$ cat config.mk
export PLATFORM = sky130hd
export DESIGN_NAME = ipv4_fragment_header_generator_unit_flat
export DESIGN_NICKNAME = d
export VERILOG_FILES = /design/src/rtl/ifhg_pkg.sv /design/src/rtl/ifhg_channels.sv /design/src/rtl/ifhg_ctrl.sv /design/src/rtl/ifhg_dp.sv /design/src/rtl/ipv4_fragment_header_generator_unit.sv /design/src/flat_wrapper.sv
export SDC_FILE = /design/constraint.sdc
export NUM_CORES = 1
export LEC_CHECK = 0
export ABC_AREA = 1
export BUFFER_PORTS_ARGS = -buffer_cell sky130_fd_sc_hd__buf_4
export CORE_MARGIN = 8
export CORE_UTILIZATION = 35
export CTS_BUF_LIST = sky130_fd_sc_hd__clkbuf_4 sky130_fd_sc_hd__clkbuf_8
export CTS_CLUSTER_SIZE = 20
export DETAILED_ROUTE_END_ITERATION = 10
export PLACE_DENSITY = 0.54
export REMOVE_ABC_BUFFERS = 1
export SLEW_MARGIN = 20
export SYNTH_ARGS = -nofsm -noshare
export SYNTH_HDL_FRONTEND = slang
export SYNTH_SLANG_ARGS = --single-unit
$ cat constraint.sdc
create_clock -name clk -period 11.32 [get_ports clk]
set_input_delay 0.566 -clock clk [delete_from_list [all_inputs] [get_ports clk]]
set_output_delay 0.566 -clock clk [all_outputs]
set_load 0.05 [all_outputs]
$ cat src/rtl/ifhg_pkg.sv
// Shared constants and controller/datapath handshake types for the IPv4
// fragment header generator. No dependencies.
`default_nettype none

package ifhg_pkg;

  // Register indexes on the configuration port
  localparam logic [1:0] REG_FRAGMENT_BYTES = 2'd0;
  localparam logic [1:0] REG_MAX_PAYLOAD    = 2'd1;
  localparam logic [1:0] REG_TIME_TO_LIVE   = 2'd2;

  localparam int CFG_INDEX_W = 2;
  localparam int CFG_DATA_W  = 14;

  // Reset values of the configuration registers
  localparam logic [10:0] FRAGMENT_BYTES_RST = 11'd1480;
  localparam logic [13:0] MAX_PAYLOAD_RST    = 14'd8872;
  localparam logic [7:0]  TIME_TO_LIVE_RST   = 8'd255;

  localparam logic [13:0] HARD_MAX_PAYLOAD = 14'd8872;
  localparam logic [10:0] FRAG_MAX         = 11'd1480;
  localparam logic [10:0] FRAG_MIN         = 11'd256;
  localparam logic [10:0] IP_HEADER_BYTES  = 11'd20;
  localparam logic [13:0] UDP_HEADER_BYTES = 14'd8;
  localparam logic [15:0] VERSION_IHL_WORD = 16'h4500;
  localparam logic [7:0]  PROTO_UDP        = 8'd17;
  localparam logic [15:0] ID_RST           = 16'd1;

  // Commands from the controller to the datapath
  typedef struct packed {
    logic load;       // capture request and effective configuration
    logic sum;        // add the per-datagram header words, take an id
    logic fold;       // fold the per-datagram sum to 16 bits
    logic emit_frag;  // write one fragment result to the output register
    logic emit_err;   // write the oversize result to the output register
  } ctrl_cmd_t;

  // Status from the datapath to the controller
  typedef struct packed {
    logic too_large;  // captured payload exceeds the effective limit
    logic out_free;   // output register can take a result this cycle
    logic last_frag;  // fragment at hand is the final one
  } dp_stat_t;

endpackage

`default_nettype wire

$ cat src/rtl/ifhg_channels.sv
// Valid/ready channel interfaces for send requests and header results.
// No dependencies.
`default_nettype none

interface ifhg_req_if;
  logic        valid;
  logic        ready;
  logic [31:0] source_address;
  logic [31:0] destination_address;
  logic [15:0] payload_length;

  modport source (output valid, source_address, destination_address, payload_length,
                  input ready);
  modport sink (input valid, source_address, destination_address, payload_length,
                output ready);
endinterface

interface ifhg_res_if;
  logic        valid;
  logic        ready;
  logic [12:0] fragment_offset;
  logic        more_fragments;
  logic [10:0] packet_length;
  logic [15:0] identification;
  logic [15:0] header_checksum;
  logic        last;
  logic        too_large;

  modport source (output valid, fragment_offset, more_fragments, packet_length,
                  identification, header_checksum, last, too_large,
                  input ready);
  modport sink (input valid, fragment_offset, more_fragments, packet_length,
                identification, header_checksum, last, too_large,
                output ready);
endinterface

`default_nettype wire

$ cat src/rtl/ifhg_ctrl.sv
// Sequencing state machine for the fragment header generator.
// Depends on ifhg_pkg.
`default_nettype none

module ifhg_ctrl (
  input  wire logic              clk,
  input  wire logic              rst,
  input  wire logic              req_valid,
  output logic                   req_ready,
  input  wire ifhg_pkg::dp_stat_t stat,
  output ifhg_pkg::ctrl_cmd_t    cmd
);

  localparam logic [2:0] ST_IDLE  = 3'd0;
  localparam logic [2:0] ST_CHECK = 3'd1;
  localparam logic [2:0] ST_FOLD  = 3'd2;
  localparam logic [2:0] ST_FRAG  = 3'd3;
  localparam logic [2:0] ST_ERR   = 3'd4;

  logic [2:0] state;
  logic [2:0] state_next;

  always_ff @(posedge clk) begin
    if (rst) begin
      state <= ST_IDLE;
    end else begin
      state <= state_next;
    end
  end

  always_comb begin
    state_next = state;
    cmd        = '0;
    req_ready  = 1'b0;
    case (state)
      ST_IDLE: begin
        req_ready = 1'b1;
        if (req_valid) begin
          cmd.load   = 1'b1;
          state_next = ST_CHECK;
        end
      end
      ST_CHECK: begin
        if (stat.too_large) begin
          state_next = ST_ERR;
        end else begin
          cmd.sum    = 1'b1;
          state_next = ST_FOLD;
        end
      end
      ST_FOLD: begin
        cmd.fold   = 1'b1;
        state_next = ST_FRAG;
      end
      ST_FRAG: begin
        if (stat.out_free) begin
          cmd.emit_frag = 1'b1;
          if (stat.last_frag) begin
            state_next = ST_IDLE;
          end
        end
      end
      ST_ERR: begin
        if (stat.out_free) begin
          cmd.emit_err = 1'b1;
          state_next   = ST_IDLE;
        end
      end
      default: begin
        state_next = ST_IDLE;
      end
    endcase
  end

endmodule

`default_nettype wire

$ cat src/rtl/ifhg_dp.sv
// Datapath: configuration registers, id counter, fragment walk, checksum
// and output register. Depends on ifhg_pkg.
`default_nettype none

module ifhg_dp (
  input  wire logic                            clk,
  input  wire logic                            rst,
  input  wire logic                            cfg_we,
  input  wire logic [ifhg_pkg::CFG_INDEX_W-1:0] cfg_index,
  input  wire logic [ifhg_pkg::CFG_DATA_W-1:0]  cfg_wdata,
  input  wire logic [31:0]                     in_source_address,
  input  wire logic [31:0]                     in_destination_address,
  input  wire logic [15:0]                     in_payload_length,
  input  wire ifhg_pkg::ctrl_cmd_t             cmd,
  output ifhg_pkg::dp_stat_t                   stat,
  input  wire logic                            res_ready,
  output logic                                 res_valid,
  output logic [12:0]                          res_fragment_offset,
  output logic                                 res_more_fragments,
  output logic [10:0]                          res_packet_length,
  output logic [15:0]                          res_identification,
  output logic [15:0]                          res_header_checksum,
  output logic                                 res_last,
  output logic                                 res_too_large
);

  logic [10:0] fragment_bytes;
  logic [13:0] max_payload;
  logic [7:0]  time_to_live;
  logic [15:0] id_counter;

  logic [31:0] src;
  logic [31:0] dst;
  logic [15:0] plen;
  logic [10:0] frag;
  logic [13:0] limit;
  logic [15:0] id;
  logic [18:0] raw_sum;
  logic [15:0] partial;
  logic [13:0] remaining;
  logic [13:0] sent;

  logic [10:0] frag_masked;
  logic [10:0] frag_eff;
  logic [13:0] limit_eff;
  logic [16:0] raw_fold;
  logic        more;
  logic [10:0] chunk;
  logic [10:0] tlen;
  logic [12:0] offset;
  logic [15:0] flagoff;
  logic [17:0] cs_sum;
  logic [16:0] cs_fold;
  logic [15:0] cs_folded;

  // Configuration writes; unknown indexes drop
  always_ff @(posedge clk) begin
    if (rst) begin
      fragment_bytes <= ifhg_pkg::FRAGMENT_BYTES_RST;
      max_payload    <= ifhg_pkg::MAX_PAYLOAD_RST;
      time_to_live   <= ifhg_pkg::TIME_TO_LIVE_RST;
    end else if (cfg_we) begin
      case (cfg_index)
        ifhg_pkg::REG_FRAGMENT_BYTES: fragment_bytes <= cfg_wdata[10:0];
        ifhg_pkg::REG_MAX_PAYLOAD:    max_payload    <= cfg_wdata;
        ifhg_pkg::REG_TIME_TO_LIVE:   time_to_live   <= cfg_wdata[7:0];
        default: begin
        end
      endcase
    end
  end

  // Effective fragment size and payload limit
  always_comb begin
    frag_masked = {fragment_bytes[10:3], 3'b000};
    if (frag_masked < ifhg_pkg::FRAG_MIN) begin
      frag_eff = ifhg_pkg::FRAG_MIN;
    end else if (frag_masked > ifhg_pkg::FRAG_MAX) begin
      frag_eff = ifhg_pkg::FRAG_MAX;
    end else begin
      frag_eff = frag_masked;
    end
    limit_eff = (max_payload < ifhg_pkg::HARD_MAX_PAYLOAD) ? max_payload
                                                          : ifhg_pkg::HARD_MAX_PAYLOAD;
  end

  // Per-fragment arithmetic
  always_comb begin
    raw_fold  = {1'b0, raw_sum[15:0]} + 17'(raw_sum[18:16]);
    more      = remaining > 14'(frag);
    chunk     = more ? frag : remaining[10:0];
    tlen      = chunk + ifhg_pkg::IP_HEADER_BYTES;
    offset    = 13'(sent[13:3]);
    flagoff   = {2'b00, more, offset};
    cs_sum    = 18'(partial) + 18'(tlen) + 18'(flagoff);
    cs_fold   = {1'b0, cs_sum[15:0]} + 17'(cs_sum[17:16]);
    cs_folded = cs_fold[15:0] + 16'(cs_fold[16]);
  end

  assign stat.too_large = plen > 16'(limit);
  assign stat.out_free  = !res_valid || res_ready;
  assign stat.last_frag = !more;

  always_ff @(posedge clk) begin
    if (rst) begin
      id_counter <= ifhg_pkg::ID_RST;
    end else if (cmd.sum) begin
      id_counter <= id_counter + 16'd1;
    end
  end

  always_ff @(posedge clk) begin
    if (cmd.load) begin
      src   <= in_source_address;
      dst   <= in_destination_address;
      plen  <= in_payload_length;
      frag  <= frag_eff;
      limit <= limit_eff;
    end
    if (cmd.sum) begin
      id        <= id_counter;
      raw_sum   <= 19'(ifhg_pkg::VERSION_IHL_WORD) + 19'(id_counter)
                 + 19'({time_to_live, ifhg_pkg::PROTO_UDP})
                 + 19'(src[31:16]) + 19'(src[15:0])
                 + 19'(dst[31:16]) + 19'(dst[15:0]);
      // Length already checked against a limit below 16384
      remaining <= plen[13:0] + ifhg_pkg::UDP_HEADER_BYTES;
      sent      <= '0;
    end
    if (cmd.fold) begin
      partial <= raw_fold[15:0] + 16'(raw_fold[16]);
    end
    if (cmd.emit_frag) begin
      remaining <= remaining - 14'(chunk);
      sent      <= sent + 14'(chunk);
    end
  end

  // Output register
  always_ff @(posedge clk) begin
    if (rst) begin
      res_valid <= 1'b0;
    end else if (cmd.emit_frag || cmd.emit_err) begin
      res_valid <= 1'b1;
    end else if (res_ready) begin
      res_valid <= 1'b0;
    end
  end

  always_ff @(posedge clk) begin
    if (cmd.emit_frag) begin
      res_fragment_offset <= offset;
      res_more_fragments  <= more;
      res_packet_length   <= tlen;
      res_identification  <= id;
      res_header_checksum <= ~cs_folded;
      res_last            <= !more;
      res_too_large       <= 1'b0;
    end else if (cmd.emit_err) begin
      res_fragment_offset <= '0;
      res_more_fragments  <= 1'b0;
      res_packet_length   <= '0;
      res_identification  <= '0;
      res_header_checksum <= '0;
      res_last            <= 1'b1;
      res_too_large       <= 1'b1;
    end
  end

`ifndef SYNTHESIS
  a_err_fields_zero: assert property (@(posedge clk) disable iff (rst)
    res_valid && res_too_large |-> res_last && !res_more_fragments
      && res_fragment_offset == 13'd0 && res_packet_length == 11'd0
      && res_identification == 16'd0 && res_header_checksum == 16'd0)
    else $error("oversize result carries nonzero fields");

  a_more_vs_last: assert property (@(posedge clk) disable iff (rst)
    res_valid && !res_too_large |-> res_more_fragments != res_last)
    else $error("more_fragments and last disagree");

  a_full_fragment_len: assert property (@(posedge clk) disable iff (rst)
    res_valid && res_more_fragments |-> res_packet_length == frag + ifhg_pkg::IP_HEADER_BYTES)
    else $error("non-final fragment is not full size");

  a_id_hold: assert property (@(posedge clk) disable iff (rst)
    !rst && !cmd.sum |=> $stable(id_counter))
    else $error("id counter moved outside a datagram start");

  a_emit_needs_room: assert property (@(posedge clk) disable iff (rst)
    cmd.emit_frag || cmd.emit_err |-> stat.out_free)
    else $error("result written over a pending result");
`endif

endmodule

`default_nettype wire

$ cat src/rtl/ipv4_fragment_header_generator_unit.sv
// Top level of the IPv4 fragment header generator: controller, datapath
// and channel wiring. Depends on ifhg_pkg, ifhg_channels, ifhg_ctrl, ifhg_dp.
`default_nettype none

// Sequence: after the request transfer the controller checks the length,
//   sums and folds the header words, then writes the first header to the
//   output register; an oversize request goes on to its error result.
// Throughput: the fragment walk issues one header per cycle while the output register is free.
// Reset: synchronous, active high; restores the configuration registers,
//   sets the identification counter to 1 and empties the output register.
module ipv4_fragment_header_generator_unit (
  input  wire logic                             clk,
  input  wire logic                             rst,
  ifhg_req_if.sink                              req,
  ifhg_res_if.source                            res,
  input  wire logic                             cfg_we,
  input  wire logic [ifhg_pkg::CFG_INDEX_W-1:0] cfg_index,
  input  wire logic [ifhg_pkg::CFG_DATA_W-1:0]  cfg_wdata
);

  ifhg_pkg::ctrl_cmd_t cmd;
  ifhg_pkg::dp_stat_t  stat;
  logic                req_ready;

  // Request ready only while the controller is idle; the output register
  // lets a new request in while the last header still waits for transfer.
  assign req.ready = req_ready;

  ifhg_ctrl u_ctrl (
    .clk       (clk),
    .rst       (rst),
    .req_valid (req.valid),
    .req_ready (req_ready),
    .stat      (stat),
    .cmd       (cmd)
  );

  // Datapath holds the configuration, the id counter, the fragment walk,
  // the checksum adder and the output register.
  ifhg_dp u_dp (
    .clk                    (clk),
    .rst                    (rst),
    .cfg_we                 (cfg_we),
    .cfg_index              (cfg_index),
    .cfg_wdata              (cfg_wdata),
    .in_source_address      (req.source_address),
    .in_destination_address (req.destination_address),
    .in_payload_length      (req.payload_length),
    .cmd                    (cmd),
    .stat                   (stat),
    .res_ready              (res.ready),
    .res_valid              (res.valid),
    .res_fragment_offset    (res.fragment_offset),
    .res_more_fragments     (res.more_fragments),
    .res_packet_length      (res.packet_length),
    .res_identification     (res.identification),
    .res_header_checksum    (res.header_checksum),
    .res_last               (res.last),
    .res_too_large          (res.too_large)
  );

endmodule

`default_nettype wire
$ cat src/flat_wrapper.sv
// flat-port wrapper written by rule: the top's interface ports become plain ports
module ipv4_fragment_header_generator_unit_flat 
  (clk, rst, cfg_we, cfg_index, cfg_wdata, req_valid, req_source_address, req_destination_address, req_payload_length, req_ready, res_valid, res_fragment_offset, res_more_fragments, res_packet_length, res_identification, res_header_checksum, res_last, res_too_large, res_ready);
  ifhg_req_if req_i ();
  ifhg_res_if res_i ();
  input  wire logic clk;
  input  wire logic rst;
  input  wire logic cfg_we;
  input  wire logic [ifhg_pkg::CFG_INDEX_W-1:0] cfg_index;
  input  wire logic [ifhg_pkg::CFG_DATA_W-1:0] cfg_wdata;
  input wire logic [$bits(req_i.valid)-1:0] req_valid;
  input wire logic [$bits(req_i.source_address)-1:0] req_source_address;
  input wire logic [$bits(req_i.destination_address)-1:0] req_destination_address;
  input wire logic [$bits(req_i.payload_length)-1:0] req_payload_length;
  output wire logic [$bits(req_i.ready)-1:0] req_ready;
  output wire logic [$bits(res_i.valid)-1:0] res_valid;
  output wire logic [$bits(res_i.fragment_offset)-1:0] res_fragment_offset;
  output wire logic [$bits(res_i.more_fragments)-1:0] res_more_fragments;
  output wire logic [$bits(res_i.packet_length)-1:0] res_packet_length;
  output wire logic [$bits(res_i.identification)-1:0] res_identification;
  output wire logic [$bits(res_i.header_checksum)-1:0] res_header_checksum;
  output wire logic [$bits(res_i.last)-1:0] res_last;
  output wire logic [$bits(res_i.too_large)-1:0] res_too_large;
  input wire logic [$bits(res_i.ready)-1:0] res_ready;
  assign req_i.valid = req_valid;
  assign req_i.source_address = req_source_address;
  assign req_i.destination_address = req_destination_address;
  assign req_i.payload_length = req_payload_length;
  assign req_ready = req_i.ready;
  assign res_valid = res_i.valid;
  assign res_fragment_offset = res_i.fragment_offset;
  assign res_more_fragments = res_i.more_fragments;
  assign res_packet_length = res_i.packet_length;
  assign res_identification = res_i.identification;
  assign res_header_checksum = res_i.header_checksum;
  assign res_last = res_i.last;
  assign res_too_large = res_i.too_large;
  assign res_i.ready = res_ready;
  ipv4_fragment_header_generator_unit u_core (.clk(clk), .rst(rst), .req(req_i), .res(res_i), .cfg_we(cfg_we), .cfg_index(cfg_index), .cfg_wdata(cfg_wdata));
endmodule
==> tab_implementation.tex, run 1 <==
\begin{tabular}{lr}
\hline
Metric & Value \\
\hline
\multicolumn{2}{l}{\textbf{Power}} \\
\quad Clock power frac & 0.249 \\
\quad Power per standard cell area & 207.1 nW/um2 \\
\quad Reg power frac & 0.346 \\
\quad Reported leakage power & 0.008501 uW \\
\quad Power Internal & 2510 uW \\
\quad Psw & 1561 uW \\
\quad Proportion of total power due to net switching & 0.3835 \\
\quad Combinational power share & 0.405 \\
\quad Peak supply drop & 0.1316 mV \\
\multicolumn{2}{l}{\textbf{Drt}} \\
\quad Remaining routing DRC violations & 0 \\
\quad First drt pass iteration count & 5 \\
\quad Final WL & 41640 um \\
\quad Number of vias per cell & 4.694 \\
\quad Total vias in the final route & 12.00k \\
\quad Wirelength per Cell & 16.29 um \\
\quad Number of design-rule violations left by the first detailed-router iteration & 611 \\
\quad Remaining number of nets flagged by the antenna check after routing & 0 \\
\multicolumn{2}{l}{\textbf{Clock tree}} \\
\quad H-tree depth & 2 \\
\quad Source-to-sink clock delay at the later pin of the worst-skew pair & 0.63 ns \\
\quad Buffer type at the clock tree root & clkbuf\_8 \\
\quad CTS tree & done \\
\quad Hold-fix buffers, CTS & 0 \\
\quad CTS-repair resized insts & 0 \\
\quad Number of setup buffers added after CTS & 0 \\
\quad Sink count of the clock tree & 288 \\
\quad Num CTS Buffers & 52 \\
\quad Number of buffers on the longest clock path & 3 \\
\quad Clk pin slew, worst setup/hold paths & 0.06 ns \\
\multicolumn{2}{l}{\textbf{Critical path}} \\
\quad Crit path DAT & 8.23 ns \\
\quad Largest incremental delay on the critical path & 0.51 ns \\
\quad Maximum net fanout on the critical path & 20 \\
\quad Worst Setup End Kind & flop \\
\quad Most repeated library cell on the critical path & nand2\_1 \\
\quad Worst path required time & 11.70 ns \\
\quad Slowest library cell on the worst path & o21ai\_0 \\
\quad Critical path start-end classification & flop to flop \\
\quad Kind of start point of the critical path & flop \\
\multicolumn{2}{l}{\textbf{Yosys}} \\
\quad Most frequently used flop master after synthesis & edfxtp\_1 \\
\quad Number of distinct library cells after synthesis & 51 \\
\quad Post-Synth Simple-Gate Area & 0.1776 \\
\quad Complex-gate fraction of the synthesized area & 0.07185 \\
\quad Adder and majority cell fraction of the synthesized area & 0.1638 \\
\quad Multiplexer fraction of the synthesized cell area & 0 \\
\quad Synthesis Warnings & 0 \\
\quad Number of synthesized register bits & 288 \\
\quad Xor and xnor fraction of the mapped netlist area & 0.03156 \\
\quad Post-Synthesis Mean Instance Area & 9.793 um2 \\
\quad Biggest area contributors in the synthesized netlist & edfxtp\_1 43\%, fa\_1 8.4\%, ha\_1 8.0\%, nand2\_1 7.3\%, dfxtp\_1 6.1\% \\
\quad Post-synthesis cell area & 16650 um2 \\
\quad Main combinational cell family by area after synthesis & simple AND/OR/NAND/NOR gates \\
\quad Gate count of the mapped netlist & 1700 \\
\quad Sequential element share of the synthesized area & 0.4888 \\
\quad Largest area contributor in the netlist & edfxtp\_1 \\
\quad Fraction of registers with async set or reset after synthesis & 0 \\
\quad Area fraction of the dominant cell type after synthesis & 0.4275 \\
\quad Number of enable flip-flop cells after synthesis & 237 \\
\multicolumn{2}{l}{\textbf{Finish}} \\
\quad Area Growth Syn to Fin & 18.04\% \\
\quad Final antenna diode count & 0 \\
\quad Number of nets in the layout & 2175 \\
\quad Proportion of layout cells with a drive suffix above 1 & 0.1618 \\
\quad Final design area excluding fillers & 19650 um2 \\
\multicolumn{2}{l}{\textbf{GRT}} \\
\quad GRT overflow & 0 \\
\quad Vias in the first global route & 12.09k \\
\quad Antenna violations before repair & 2 \\
\quad Maximum number of pins on one net before global-route repair & 78 \\
\quad Wire length of the first global-routing pass & 65120 um \\
\quad Total global routing track utilization & 0.1528 \\
\multicolumn{2}{l}{\textbf{Timing}} \\
\quad Fin crit share & 0.6935 \\
\quad Setup TNS & 0 ns \\
\quad Worst setup margin & 3.470 ns \\
\quad Setup repair after global routing missed its margin & false \\
\quad Max\_slew headroom & 0.3263 \\
\quad Worst Tran Pin Value & 1.003 ns \\
\quad F\_max & 127.4 MHz \\
\quad Max-slew violation total from the final report & 0 \\
\quad Final-report setup violation count & 0 \\
\quad Clock Skews & 0.03020 ns \\
\quad Final period demand of the worst path & 7.850 ns \\
\quad Number of failing hold endpoints at the final stage & 0 \\
\multicolumn{2}{l}{\textbf{Placement}} \\
\quad GP Congestion & 0.8432 \\
\quad DP Worst Slack & 3.468 ns \\
\quad Placed Area & 18580 um2 \\
\quad Detailed placer's ending HPWL & 32800 um \\
\quad \# port buffers & 159 \\
\multicolumn{2}{l}{\textbf{Floorplanning}} \\
\quad Floorplan die width & 234.1 um \\
\quad Vertical die dimension & 234.1 um \\
\quad Number of standard-cell rows in the floorplan & 80 \\
\quad Core footprint & 47350 um2 \\
\quad Die outline area & 54800 um2 \\
\quad Starting Density & 0.3516 \\
\quad I/O pin cnt & 162 \\
\multicolumn{2}{l}{\textbf{Hold path}} \\
\quad Type of the most critical hold path & input pin to flop \\
\multicolumn{2}{l}{\textbf{Job}} \\
\quad Maximum capacitance violations & 0 \\
\multicolumn{2}{l}{\textbf{Outcome}} \\
\quad Result of the run & finished, final reports clean \\
\hline
\end{tabular}
## metal layers
layer / up-vias / global-route usage / wire (um) / part of all wire
met4: 0 / 0.04838 / 1116 / 0.027
li1: 6050 / - / - / -
met3: 70 / 0.03435 / 2368 / 0.057
met1: 5598 / 0.2001 / 18700 / 0.45
met2: 279 / 0.2495 / 19450 / 0.47
met5: - / 0 / 0 / 0
## power groups by stage
| stage | clock (uW) | combinational (uW) | sequential (uW) |
|---|---|---|---|
| after floorplan | 0 | 1160 | 1490 |
| after global placement | 0 | 1650 | 1430 |
| after detailed placement | 0 | 1660 | 1430 |
| after CTS | 1050 | 1670 | 1410 |
| after global routing | 1100 | 1880 | 1420 |
| final | 1010 | 1650 | 1410 |
## cells by family after synthesis
logic type | after synthesis
XOR/XNOR | 60
flip-flops | 288
other | 2
AND/OR/NAND/NOR | 675
adder cells (fa/ha/maj) | 176
buffers and inverters | 287
AO/OA/AOI/OAI | 212
## registers in the layout (all words and copies together), names as in the netlist, 11 cells and up
name,count
u_core.u_dp.max_payload,14
u_core.u_dp.dst,32
u_core.u_dp.remaining,14
u_core.u_dp.raw_sum,19
u_core.u_dp.src,32
u_core.u_dp.plen,16
u_core.u_dp.res_packet_length,11
u_core.u_dp.sent,14
u_core.u_dp.res_identification,16
u_core.u_dp.res_header_checksum,16
u_core.u_dp.partial,16
u_core.u_dp.id,16
u_core.u_dp.res_fragment_offset,11
u_core.u_dp.limit,14
u_core.u_dp.id_counter,16
## layout make-up
| type | instances | area, um2 |
|---|---|---|
| inverters | 262 | 983.4 |
| multi-input cells | 1126 | 7427 |
| flip-flops and latches | 288 | 8138 |
| clock buffers | 60 | 775.7 |
| clock inverters | 37 | 296.5 |
| repair buffers | 168 | 1261 |
| well taps | 615 | 769.5 |
| fillers | 4634 | 27690 |
## cells in the final DEF, fill, tap and decap left out, drive strengths merged, types with 47 or more instances in the layout
cell and n:
nand3 105, fa 70, buf 168, xor2 47
a21oi 102, o21ai 70, clkbuf 60, inv 262
ha 106, nor2 166, nand2 339, edfxtp 237
dfxtp 51
## worst paths after layout
| path | start | end | slack (ns) | depth (start not counted) |
|---|---|---|---|---|
| worst max-delay path | u_core.u_dp.remaining[9] | u_core.u_dp.res_header_checksum[15] | 3.47 | 45 |
| worst min-delay path | req_destination_address[22] | u_core.u_dp.dst[22] | 0.11 | 1 |
| worst max register to register | u_core.u_dp.remaining[9] | u_core.u_dp.res_header_checksum[15] | 3.47 | 45 |
| worst min register to register | u_core.u_dp.max_payload[0] | u_core.u_dp.max_payload[0] | 0.46 | 2 |
## synthesized netlist by cell type, types with 19 or more instances
cell	n
nand2_1	324
inv_1	252
edfxtp_1	237
nor2_1	151
ha_1	106
a21oi_1	100
nand3_1	96
fa_1	70
o21ai_0	62
dfxtp_1	51
xor2_1	47
nor3_1	27
clkbuf_1	19
## through the flow
step           instances  power (uW)  hold WS (ns)    util
6_report            2556        4071        0.1112  0.4151
5_1_grt             2556        4399       0.04926  0.4151
4_1_cts             2556        4135       0.04734  0.4151
3_5_place_dp        2459        3095        0.4546  0.3924
3_3_place_gp        2459        3078        0.4540  0.3924
2_1_floorplan       1676        2649        0.4082       -
## critical path, delay by kind of cell, from the launching register on
| family | cells | cell delay (ns) |
|---|---|---|
| xor gates and xnor gates | 1 | 0.26 |
| buffers and inverters | 3 | 0.23 |
| adders and majority gates | 7 | 1.94 |
| AOI/OAI and AO/OA | 2 | 0.69 |
| DFF | 1 | 0.43 |
| and+or+nand+nor | 32 | 4.05 |
(Power assumes the default switching activity.)
==> run 2: changes to the inputs <==
--- a/config.mk
+++ b/config.mk
@@ -12,7 +12,7 @@
 export CTS_BUF_LIST = sky130_fd_sc_hd__clkbuf_4 sky130_fd_sc_hd__clkbuf_8
 export CTS_CLUSTER_SIZE = 20
 export DETAILED_ROUTE_END_ITERATION = 10
-export PLACE_DENSITY = 0.54
+export PLACE_DENSITY = 0.56
 export REMOVE_ABC_BUFFERS = 1
 export SLEW_MARGIN = 20
 export SYNTH_ARGS = -nofsm -noshare
==> constraint.sdc (replaced) <==
create_clock -name clk -period 6.56 [get_ports clk]
set_input_delay 0.328 -clock clk [delete_from_list [all_inputs] [get_ports clk]]
set_output_delay 0.328 -clock clk [all_outputs]
set_load 0.05 [all_outputs]
==> run 2 against run 1 <==
  * The flow now finishes with violations (negative setup slack)
  * Clock power up 73%
  * Clock skew is 0.010 ns higher
  * Final cell count increased by 7.7%
  * First-iteration DRC count increased by 14%
  * Highest routed layer unchanged
  * Global-route usage rose by 0.87 points
  * Critical path depth is 3 higher
  * Clock-buffer cell count rose by 11
  * Flip-flop and latch count stayed put
  * Critical endpoint is now u_core.u_dp.res_header_checksum[12]
  * Combinational power is 88% higher
  * Routed wire length increased by 6.4%
  * Hold slack got worse by 0.057 ns
  * Largest cell class unchanged
==> tab_implementation.tex, run 2 (synthesized netlist as in run 1, its figures left out) <==
\begin{tabular}{lr}
\hline
Metric & Value \\
\hline
\multicolumn{2}{l}{\textbf{GRT}} \\
\quad Total global routing track utilization & 0.1615 \\
\quad GRT overflow & 0 \\
\quad Wire length of the first global-routing pass & 69520 um \\
\quad Antenna violations before repair & 0 \\
\quad Vias in the first global route & 13.22k \\
\quad Maximum number of pins on one net before global-route repair & 57 \\
\multicolumn{2}{l}{\textbf{Critical path}} \\
\quad Launch point of the critical path & u\_core.u\_dp.remaining[5] \\
\quad Kind of start point of the critical path & flop \\
\quad Worst Setup End Kind & flop \\
\quad Worst path required time & 6.94 ns \\
\quad Maximum net fanout on the critical path & 5 \\
\quad Slowest library cell on the worst path & fa\_1 \\
\quad Endpoint of the worst setup timing path & u\_core.u\_dp.res\_header\_checksum[12] \\
\quad Reg-to-reg endpoint & u\_core.u\_dp.res\_header\_checksum[12] \\
\quad Setup slack, reg-to-reg & -0.04 ns \\
\quad Reg-to-Reg Start & u\_core.u\_dp.remaining[5] \\
\quad Crit path DAT & 6.98 ns \\
\quad Most repeated library cell on the critical path & nand2\_2 \\
\quad Critical path start-end classification & flop to flop \\
\quad Largest incremental delay on the critical path & 0.52 ns \\
\quad Number of cells on the worst reg-to-reg path & 48 \\
\multicolumn{2}{l}{\textbf{Clock tree}} \\
\quad H-tree depth & 2 \\
\quad Source-to-sink clock delay at the later pin of the worst-skew pair & 0.64 ns \\
\quad Number of buffers on the longest clock path & 3 \\
\quad CTS tree & done \\
\quad Buffer type at the clock tree root & clkbuf\_8 \\
\quad Clk pin slew, worst setup/hold paths & 0.06 ns \\
\quad Num CTS Buffers & 52 \\
\quad Sink count of the clock tree & 288 \\
\multicolumn{2}{l}{\textbf{Finish}} \\
\quad Proportion of layout cells with a drive suffix above 1 & 0.2258 \\
\quad Final design area excluding fillers & 21790 um2 \\
\quad Largest registers ranked by flip-flop count & u\_core.u\_dp.dst x32, u\_core.u\_dp.src x32, u\_core.u\_dp.raw\_sum x19 \\
\quad Final antenna diode count & 0 \\
\quad Fillcell total & 4383 \\
\quad Sequential standard cell area & 8138 um2 \\
\quad Number of nets in the layout & 2374 \\
\quad Final core utilization & 0.4602 \\
\quad Commonest cells after routing, fill and taps aside & 310 x nand2\_1, 270 x buf\_4, 246 x inv\_1 \\
\quad Multi-input gate area in the final layout & 7815 um2 \\
\quad Area Growth Syn to Fin & 30.87\% \\
\quad Most frequent standard cell in the layout excluding fill and tap cells & nand2\_1 \\
\multicolumn{2}{l}{\textbf{Hold path}} \\
\quad Type of the most critical hold path & input pin to flop \\
\quad Worst hold path depth & 4 \\
\multicolumn{2}{l}{\textbf{Timing}} \\
\quad Number of failing hold endpoints at the final stage & 0 \\
\quad Max\_slew headroom & 0.3110 \\
\quad Worst-case hold slack & 0.05375 ns \\
\quad Worst setup margin & -0.04319 ns \\
\quad Fin crit share & 1.007 \\
\quad Worst Tran Pin Value & 1.027 ns \\
\quad F\_max & 151.4 MHz \\
\quad Setup repair after global routing missed its margin & true \\
\quad Final-report setup violation count & 3 \\
\quad Final period demand of the worst path & 6.603 ns \\
\quad Max-slew violation total from the final report & 0 \\
\quad Clock Skews & 0.04046 ns \\
\multicolumn{2}{l}{\textbf{Placement}} \\
\quad \# port buffers & 159 \\
\quad Detailed placer's ending HPWL & 32820 um \\
\quad Placed Area & 19030 um2 \\
\quad GP Congestion & 0.8615 \\
\multicolumn{2}{l}{\textbf{Job}} \\
\quad Maximum capacitance violations & 0 \\
\multicolumn{2}{l}{\textbf{Drt}} \\
\quad Number of vias per cell & 4.684 \\
\quad Final WL & 44310 um \\
\quad Remaining number of nets flagged by the antenna check after routing & 0 \\
\quad Total vias in the final route & 12.90k \\
\quad First drt pass iteration count & 5 \\
\quad Number of design-rule violations left by the first detailed-router iteration & 696 \\
\quad Wirelength per Cell & 16.09 um \\
\quad Remaining routing DRC violations & 0 \\
\multicolumn{2}{l}{\textbf{Outcome}} \\
\quad Result of the run & finished, violations left \\
\quad Failing checks & negative setup slack \\
\multicolumn{2}{l}{\textbf{Power}} \\
\quad Peak supply drop & 0.2353 mV \\
\quad Reported leakage power & 0.009424 uW \\
\quad Power per standard cell area & 334.0 nW/um2 \\
\multicolumn{2}{l}{\textbf{Floorplanning}} \\
\quad Vertical die dimension & 234.1 um \\
\quad Floorplan die width & 234.1 um \\
\quad Starting Density & 0.3516 \\
\quad I/O pin cnt & 162 \\
\quad Number of standard-cell rows in the floorplan & 80 \\
\quad Core footprint & 47350 um2 \\
\quad Die outline area & 54800 um2 \\
\hline
\end{tabular}
[run 2: changes by cell type in the layout (fill, tap and decap cells not counted), sizes merged]
cell,previous run,this run
clkbuf,60,71
dlygate4sd3,0,95
buf,168,272
clkinvlp,3,2
clkinv,30,21
bufinv,4,2
[run 2: how the worst min path moves through the flow]
stage / start / endpoint / slack [ns]
2_1_floorplan: rst / u_core.u_ctrl.state[1] / 0.40
3_3_place_gp: u_core.u_dp.max_payload[0] / u_core.u_dp.max_payload[0] / 0.45
3_5_place_dp: u_core.u_dp.max_payload[0] / u_core.u_dp.max_payload[0] / 0.45
4_1_cts: res_ready / u_core.u_ctrl.state[2] / 0.003
5_1_grt: res_ready / u_core.u_ctrl.state[2] / 0.03
6_report: res_ready / u_core.u_ctrl.state[2] / 0.05
[run 2: repair_timing]
item,in CTS,in global routing
hold endpoints to repair,123,0
pin swaps,10,41
setup buffers,40,10
hold buffers,95,0
setup endpoints to repair,10,18
gates resized for setup,19,66
[run 2: worst max-delay path, delay by kind of cell (launching register included)]
family,cells,cell delay (ns)
buffers and inverters,5,0.33
AOI/OAI and AO/OA,6,0.79
xor gates and xnor gates,1,0.17
and+or+nand+nor,29,2.74
DFF,1,0.42
adders and majority gates,7,1.91
[run 2: metal layers]
metal | wire length, um | part of all wire | global-route usage
met5 | 0 | 0 | 0
met2 | 21220 | 0.48 | 0.2700
met1 | 19750 | 0.45 | 0.2042
met3 | 2200 | 0.050 | 0.03677
met4 | 1136 | 0.026 | 0.05546
[run 2: report_power, final]
part,total (uW),internal (uW),switching [uW]
sequential,2430,2330,104
combinational,3100,1210,1890
clock,1750,959,787
[run 2: per-stage QoR]
stage,power [uW],setup slack [ns],std cells,TNS [ns]
floorplan,4572,-1.520,1676,-155.43
global placement,5380,0.02526,2518,0
detailed placement,5438,-0.2728,2518,-1.597
CTS,7293,0.01945,2749,0
global route,7823,-0.4042,2754,-3.160
finish,7278,-0.04319,2754,-0.05900
[run 2: area by class of cell]
cell class,instances,share of cell area
Inverter,262,0.04514
Timing Repair Buffer,367,0.1381
Clock buffer,71,0.04054
Sequential cell,288,0.3735
Multi-Input combinational cell,1126,0.3587
Clock inverter,25,0.008729
Tap cell,615,0.03532
